### src/design/rle4sps_pkg.sv
// Package for the RLE4 stream pad stripper.
// Holds the escape codes and the entry type passed from front to back.
// No dependencies.
package rle4sps_pkg;

    localparam logic [7:0] ESC_MARK  = 8'h00;
    localparam logic [7:0] ESC_EOL   = 8'h00;
    localparam logic [7:0] ESC_EOB   = 8'h01;
    localparam logic [7:0] ESC_DELTA = 8'h02;
    localparam logic [7:0] PAD_FILL  = 8'h00;

    localparam int QDepth = 4;
    localparam int QAw    = $clog2(QDepth);

    // One entry: up to three bytes to emit; eoi marks the last of them.
    typedef struct packed {
        logic [1:0] cnt;
        logic [7:0] b0;
        logic [7:0] b1;
        logic [7:0] b2;
        logic       eoi;
    } entry_t;

endpackage

### src/design/rle4sps_front.sv
// Front end: accepts input bytes, tracks the RLE4 parse and builds entries.
// Depends on rle4sps_pkg.
module rle4sps_front (
    input  logic                clk,
    input  logic                rst_n,
    input  logic                accept,
    input  logic [7:0]          data_byte,
    input  logic                last_of_array,
    output logic                ent_valid,
    output rle4sps_pkg::entry_t ent
);
    import rle4sps_pkg::*;

    typedef enum logic [2:0] {
        PH_FIRST  = 3'd0,
        PH_SECOND = 3'd1,
        PH_COPY   = 3'd2,
        PH_PAD    = 3'd3,
        PH_DONE   = 3'd4
    } phase_t;

    phase_t     phase_reg, phase_next;
    logic [7:0] held_reg, held_next;
    logic [6:0] left_reg, left_next;
    logic       pad_reg, pad_next;
    logic       parity_reg, parity_next;
    logic [7:0] cnt8;
    entry_t     e;

    always_comb
    begin
        phase_next  = phase_reg;
        held_next   = held_reg;
        left_next   = left_reg;
        pad_next    = pad_reg;
        e           = '0;
        cnt8        = {1'b0, data_byte[7:1]} + {7'd0, data_byte[0]};
        unique case (phase_reg)
            PH_SECOND:
            begin
                e.b0 = held_reg;
                e.b1 = data_byte;
                e.cnt = 2'd2;
                phase_next = PH_FIRST;
                if (held_reg == ESC_MARK)
                begin
                    if (data_byte == ESC_EOL)
                    begin
                        phase_next = PH_FIRST;
                    end
                    else if (data_byte == ESC_EOB)
                    begin
                        // Two more bytes keep parity; pad if already odd.
                        e.eoi = 1'b1;
                        e.b2  = PAD_FILL;
                        e.cnt = parity_reg ? 2'd3 : 2'd2;
                        phase_next = PH_DONE;
                    end
                    else if (data_byte == ESC_DELTA)
                    begin
                        left_next  = 7'd1;
                        pad_next   = 1'b0;
                        phase_next = PH_COPY;
                    end
                    else
                    begin
                        left_next  = cnt8[6:0] - 7'd1;
                        pad_next   = cnt8[0];
                        phase_next = PH_COPY;
                    end
                end
            end
            PH_COPY:
            begin
                e.b0  = data_byte;
                e.cnt = 2'd1;
                if (left_reg == 7'd0)
                begin
                    phase_next = pad_reg ? PH_PAD : PH_FIRST;
                end
                else
                begin
                    left_next = left_reg - 7'd1;
                end
            end
            PH_PAD:
            begin
                // Drop the pad byte whatever its value.
                pad_next   = 1'b0;
                phase_next = PH_FIRST;
            end
            PH_DONE:
            begin
                phase_next = PH_DONE;
            end
            default:
            begin
                held_next  = data_byte;
                phase_next = PH_SECOND;
            end
        endcase
        parity_next = parity_reg ^ e.cnt[0];
        if (last_of_array)
        begin
            phase_next  = PH_FIRST;
            held_next   = 8'd0;
            left_next   = 7'd0;
            pad_next    = 1'b0;
            parity_next = 1'b0;
        end
    end

    assign ent       = e;
    assign ent_valid = accept && (e.cnt != 2'd0);

    always_ff @(posedge clk or negedge rst_n)
    begin
        if (!rst_n)
        begin
            phase_reg  <= PH_FIRST;
            held_reg   <= 8'd0;
            left_reg   <= 7'd0;
            pad_reg    <= 1'b0;
            parity_reg <= 1'b0;
        end
        else if (accept)
        begin
            phase_reg  <= phase_next;
            held_reg   <= held_next;
            left_reg   <= left_next;
            pad_reg    <= pad_next;
            parity_reg <= parity_next;
        end
    end

endmodule

### src/design/rle4sps_queue.sv
// Short entry queue between the front and back ends.
// Depends on rle4sps_pkg.
module rle4sps_queue (
    input  logic                clk,
    input  logic                rst_n,
    input  logic                wr_en,
    input  rle4sps_pkg::entry_t wr_data,
    output logic                full,
    input  logic                rd_en,
    output rle4sps_pkg::entry_t rd_data,
    output logic                empty
);
    import rle4sps_pkg::*;

    entry_t         mem_reg [QDepth];
    logic [QAw-1:0] wptr_reg, rptr_reg;
    logic [QAw:0]   count_reg, count_next;
    logic           do_wr, do_rd;

    assign full    = (count_reg == (QAw+1)'(QDepth));
    assign empty   = (count_reg == '0);
    assign do_wr   = wr_en && !full;
    assign do_rd   = rd_en && !empty;
    assign rd_data = mem_reg[rptr_reg];

    always_comb
    begin
        count_next = count_reg;
        if (do_wr && !do_rd)
        begin
            count_next = count_reg + 1'b1;
        end
        else if (do_rd && !do_wr)
        begin
            count_next = count_reg - 1'b1;
        end
    end

    always_ff @(posedge clk)
    begin
        if (do_wr)
        begin
            mem_reg[wptr_reg] <= wr_data;
        end
    end

    always_ff @(posedge clk or negedge rst_n)
    begin
        if (!rst_n)
        begin
            wptr_reg  <= '0;
            rptr_reg  <= '0;
            count_reg <= '0;
        end
        else
        begin
            if (do_wr)
            begin
                wptr_reg <= wptr_reg + 1'b1;
            end
            if (do_rd)
            begin
                rptr_reg <= rptr_reg + 1'b1;
            end
            count_reg <= count_next;
        end
    end

endmodule

### src/design/rle4sps_back.sv
// Back end: expands queued entries into single bytes in an output register.
// Depends on rle4sps_pkg.
module rle4sps_back (
    input  logic                clk,
    input  logic                rst_n,
    input  rle4sps_pkg::entry_t q_data,
    input  logic                q_empty,
    output logic                q_pop,
    output logic                empty,
    input  logic                pop,
    output logic [7:0]          out_byte,
    output logic                end_of_image
);
    import rle4sps_pkg::*;

    entry_t     cur_reg;
    logic       cur_valid_reg;
    logic [1:0] idx_reg;
    logic [7:0] obyte_reg;
    logic       oeoi_reg;
    logic       ovalid_reg;
    logic       slot_free, emit, last_byte, load;
    logic [7:0] sel_byte;

    assign slot_free = !ovalid_reg || pop;
    assign emit      = slot_free && cur_valid_reg;
    assign last_byte = (idx_reg == cur_reg.cnt - 2'd1);
    assign load      = !cur_valid_reg || (emit && last_byte);
    assign q_pop     = load && !q_empty;

    always_comb
    begin
        unique case (idx_reg)
            2'd0:    sel_byte = cur_reg.b0;
            2'd1:    sel_byte = cur_reg.b1;
            default: sel_byte = cur_reg.b2;
        endcase
    end

    always_ff @(posedge clk)
    begin
        if (q_pop)
        begin
            cur_reg <= q_data;
        end
        if (emit)
        begin
            obyte_reg <= sel_byte;
            oeoi_reg  <= last_byte && cur_reg.eoi;
        end
    end

    always_ff @(posedge clk or negedge rst_n)
    begin
        if (!rst_n)
        begin
            cur_valid_reg <= 1'b0;
            idx_reg       <= 2'd0;
            ovalid_reg    <= 1'b0;
        end
        else
        begin
            if (load)
            begin
                cur_valid_reg <= !q_empty;
                idx_reg       <= 2'd0;
            end
            else if (emit)
            begin
                idx_reg <= idx_reg + 2'd1;
            end
            if (emit)
            begin
                ovalid_reg <= 1'b1;
            end
            else if (pop)
            begin
                ovalid_reg <= 1'b0;
            end
        end
    end

    assign empty        = !ovalid_reg;
    assign out_byte     = obyte_reg;
    assign end_of_image = oeoi_reg;

endmodule

### src/design/rle4_stream_pad_stripper_unit.sv
// Top level of the RLE4 stream pad stripper.
// Depends on rle4sps_pkg, rle4sps_front, rle4sps_queue and rle4sps_back.
//
// Copies a BMP 4-bit RLE pixel array byte by byte, dropping the pad byte after
// absolute runs with an odd data byte count, and appends a zero byte after the
// end-of-bitmap escape when the image output count is odd; input up to the
// byte flagged last_of_array is then ignored. One input byte is taken per
// cycle while the four-entry queue has room; the back end emits one result
// byte per cycle while its output register is empty or being popped. Each
// entry passes through the queue, the current-entry register and the output
// register, and an escape that expands to three bytes holds the back end until
// all three are out. Results leave through a registered queue-style port.
module rle4_stream_pad_stripper_unit (
    input  logic       clk,
    input  logic       rst_n,
    input  logic       push,
    output logic       full,
    input  logic [7:0] data_byte,
    input  logic       last_of_array,
    output logic       empty,
    input  logic       pop,
    output logic [7:0] out_byte,
    output logic       end_of_image
);
    import rle4sps_pkg::*;

    logic   accept;
    logic   ent_valid;
    entry_t ent;
    entry_t q_data;
    logic   q_full, q_empty, q_pop;

    assign full   = q_full;
    assign accept = push && !q_full;

    rle4sps_front u_front (
        .clk           (clk),
        .rst_n         (rst_n),
        .accept        (accept),
        .data_byte     (data_byte),
        .last_of_array (last_of_array),
        .ent_valid     (ent_valid),
        .ent           (ent)
    );

    rle4sps_queue u_queue (
        .clk     (clk),
        .rst_n   (rst_n),
        .wr_en   (ent_valid),
        .wr_data (ent),
        .full    (q_full),
        .rd_en   (q_pop),
        .rd_data (q_data),
        .empty   (q_empty)
    );

    rle4sps_back u_back (
        .clk          (clk),
        .rst_n        (rst_n),
        .q_data       (q_data),
        .q_empty      (q_empty),
        .q_pop        (q_pop),
        .empty        (empty),
        .pop          (pop),
        .out_byte     (out_byte),
        .end_of_image (end_of_image)
    );

endmodule

### config.mk
export PLATFORM = sky130hd
export DESIGN_NAME = rle4_stream_pad_stripper_unit
export DESIGN_NICKNAME = d
export VERILOG_FILES = /design/src/design/rle4sps_pkg.sv /design/src/design/rle4sps_front.sv /design/src/design/rle4sps_queue.sv /design/src/design/rle4sps_back.sv /design/src/design/rle4_stream_pad_stripper_unit.sv
export SDC_FILE = /design/constraint.sdc
export NUM_CORES = 1
export LEC_CHECK = 0
export BUFFER_PORTS_ARGS = -buffer_cell sky130_fd_sc_hd__buf_2
export CAP_MARGIN = 25
export CORE_MARGIN = 2
export CORE_UTILIZATION = 37
export CTS_CLUSTER_SIZE = 16
export DETAILED_ROUTE_END_ITERATION = 10
export PLACE_DENSITY = 0.62
export RECOVER_POWER = 100
export SLEW_MARGIN = 20
export SYNTH_ARGS = -nofsm -noshare
export SYNTH_HDL_FRONTEND = slang
export SYNTH_SLANG_ARGS = --single-unit
### constraint.sdc
create_clock -name clk -period 2.7 [get_ports clk]
set_input_delay 0.54 -clock clk [delete_from_list [all_inputs] [get_ports clk]]
set_output_delay 0.54 -clock clk [all_outputs]
set_load 0.03 [all_outputs]
==> results.cfg <==
[timing]
setup_viol = 0
min_period_over_period_pct = 94.7
report.final.slew_viol_count = 32
fin_setup_tns_ns = 0
hold_viol_final = 0
rsz0062_at_grt = no
clock_skew_ns = 0.00760
worst_slew_pin_slew_ns = 1.80
fin_crit_ns = 2.56
slew_headroom_pct = -20.3
fmax_ghz = 0.391

[synthesis]
synth-adder-area-share_pct = 3.47
synthSimpleGateAreaFrac_pct = 10.4
yosys.area.top_type = edfxtp_1
synth_cells = 413
synth_area_um2 = 5990
ys.flop_type = edfxtp_1
yosysTopAreaCellShare_pct = 52.1
syn_area_per_cell_um2 = 14.5
synthMuxAreaShare_pct = 7.66
synth_fp_nets = 442
synth_edf_count = 104
synth_top_family_by_area = simple AND/OR/NAND/NOR gates
ys_types = 56
synth-seq-area-share_pct = 65.1
synthXorXnorAreaFrac_pct = 2.34
yosysMostFrequentCell = edfxtp_1
ys_async_sr_fraction_pct = 23.0
synth-seq-cells = 135
synthTopCellsByCount = edfxtp_1 (104), dfrtp_1 (31), nand2_1 (31), nor2_1 (21), mux4_2 (19)
synth_warnings = 0
ys_top_cells_by_area = edfxtp_1 (52%), dfrtp_1 (13%), mux4_2 (7.1%)
synth_compound_area_share_pct = 8.50

[route]
postRouteAntennaNets = 0
drt_iter0_markers = 220
drc_errors = 0
vias = 3372
wirelength_um = 10700
routed_via_density = 4.95
first_pass_iters = 4
routedWlPerCell_um = 15.7

[clock_network]
cts_buffers = 17
postCtsResizedCells = 0
insertion_delay_ns = 0.42
htree_levels = 4
cts_sinks = 135
cts_root_buf = clkbuf_16
cts_buffer_depth = 2
cts_tree = yes
clkTransAtPathRegs_ns = 0.06
postCtsSetupBuffers = 0
hold_buffers = 0

[worst_hold_path]
hp-class = in -> reg

[global_routing]
use_met2_pct = 21.4
antenna_found_initial = 0
grt_pass1_wl_um = 17500
grt_max_degree = 32
grt_use_met1_pct = 17.1
grt_pass1_vias = 3384
grt_use_total_pct = 13.1
busiest_layer = met2
grt_overflow = 0
grt_use_met3_pct = 3.32

[run_status]
violations = capacitance limit, slew limit
status = complete, but fails checks

[power]
p_leak_nw = 2.52
peakVddDrop_uv = 548
p_per_area_nw_per_um2 = 1060

[setup_path]
cp_max_fo = 10
crit_family = simple AND/OR/NAND/NOR gates
cp_slowest_cell = or3b_1
cp.arrival_ns = 2.89
start_kind = flip-flop
crit_path_end_kind = flip-flop
cp_num_buf_inv = 1
crit_type = reg -> reg
crit_top_cell = xor2_1
critPathRequiredTime_ns = 3.04
max_stage_delay_ns = 0.52
path_cells = or3b_1 -> a211oi_4 -> ha_1 -> inv_1 -> fa_1 -> xor2_1 -> nor2_1 -> xor2_1

[placed_design]
io_buffers = 23
routabilityCongestion = 0.849
dpl.hpwl_um = 7130
dpl.cell_count = 649

[die]
die_h_um = 131
io_pins = 24
std_cell_rows = 46
die_area_um2 = 17200
die_width_um = 131
design.core.area_um2 = 15800
start_util_pct = 37.9

[flow_run]
drv_cap = 1

[finish]
stdcell_count = 681
insertedDiodeCount = 0
largest_reg_flops = 76
syn_to_final_growth_pct = 15.6
utilization_pct = 43.8
drive_gt1_share_pct = 15.7
nets = 481
fill_cells = 1422
## report_power, final
part | switching, mW | leakage, nW | total (mW) | internal [mW]
Combinational | 1.20 | 0.890 | 2.03 | 0.827
Sequential | 0.235 | 1.36 | 3.17 | 2.93
Clock | 0.829 | 0.266 | 2.18 | 1.35
Total | 2.26 | 2.52 | 7.37 | 5.11
## stage by stage
step / total power, mW / hold slack (ns) / cell area, um^2 / setup slack, ns
after global routing: 7.78 / 0.480 / 6930 / 0.0375
after floorplan: 4.74 / 0.244 / 5990 / 0.0270
after detailed placement: 5.32 / 0.494 / 6410 / 0.0675
final: 7.37 / 0.449 / 6930 / 0.143
after global placement: 5.25 / 0.473 / 6410 / 0.146
after CTS: 7.51 / 0.211 / 6970 / 0.130
## metal layers
layer  share of wire (%)  vias to the layer above
met4                 1.4                        0
met3                 3.6                       11
met5                   0                        -
met1                  46                     1666
met2                  49                       59
li1                    -                     1636
## final timing paths
| kind | startpoint | to | slack, ns | cells after the start |
|---|---|---|---|---|
| max in group asynchronous | rst_n | u_queue.rptr_reg[0]$_DFFE_PN0P_ | 1.05 | 1 |
| min in group asynchronous | rst_n | u_front.left_reg[0]$_DFFE_PN0P_ | 0.61 | 1 |
| setup / recovery | u_front.phase_reg[0]$_DFFE_PN0P_ | u_queue.count_reg[2]$_DFFE_PN0P_ | 0.14 | 8 |
| hold reg to reg | u_queue.count_reg[2]$_DFFE_PN0P_ | u_queue.count_reg[2]$_DFFE_PN0P_ | 0.50 | 1 |
| hold / removal | data_byte[7] | u_front.held_reg[7]$_DFFE_PN0P_ | 0.45 | 3 |
| setup reg to reg | u_front.phase_reg[0]$_DFFE_PN0P_ | u_queue.count_reg[2]$_DFFE_PN0P_ | 0.14 | 8 |
## layout make-up
| type | count | area (um^2) | share of cell area [%] |
|---|---|---|---|
| Clock buffer | 20 | 437 | 6.30 |
| Clock inverter | 12 | 126 | 1.82 |
| Inverter | 15 | 56.3 | 0.813 |
| Multi-Input combinational cell | 243 | 1940 | 28.0 |
| Sequential cell | 135 | 3900 | 56.3 |
| Tap cell | 216 | 270 | 3.90 |
| Timing Repair Buffer | 40 | 198 | 2.85 |
## cell families (layout without fill, tap and decap cells)
logic type      after synthesis  count (layout)
xor+xnor                     16              16
compound gates               70              70
simple gates                119             119
flops                       135             135
mux                          22              22
buf+inv                      35              87
fa+ha+maj                    16              16
## layout by cell type (no fill, tap or decap), types with 7 or more instances in the layout
master and count:
and2_0 12, ha_1 15, inv_1 15, edfxtp_1 104, clkbuf_16 17, dfrtp_1 31
nor2_1 21, nor3_1 8, buf_2 11, xor2_1 7, clkbuf_1 21, nand2b_1 15
a22o_1 14, nand2_1 31, a21oi_1 7, xnor2_1 9, o31ai_1 7, o21ai_0 17
mux4_2 19
## worst min-delay path, cell delays in order
cell and delay, ns:
buf_2 0.14, nand2b_1 0.07, o21ai_0 0.06
Note: power is estimated with default switching activity, not from simulation.
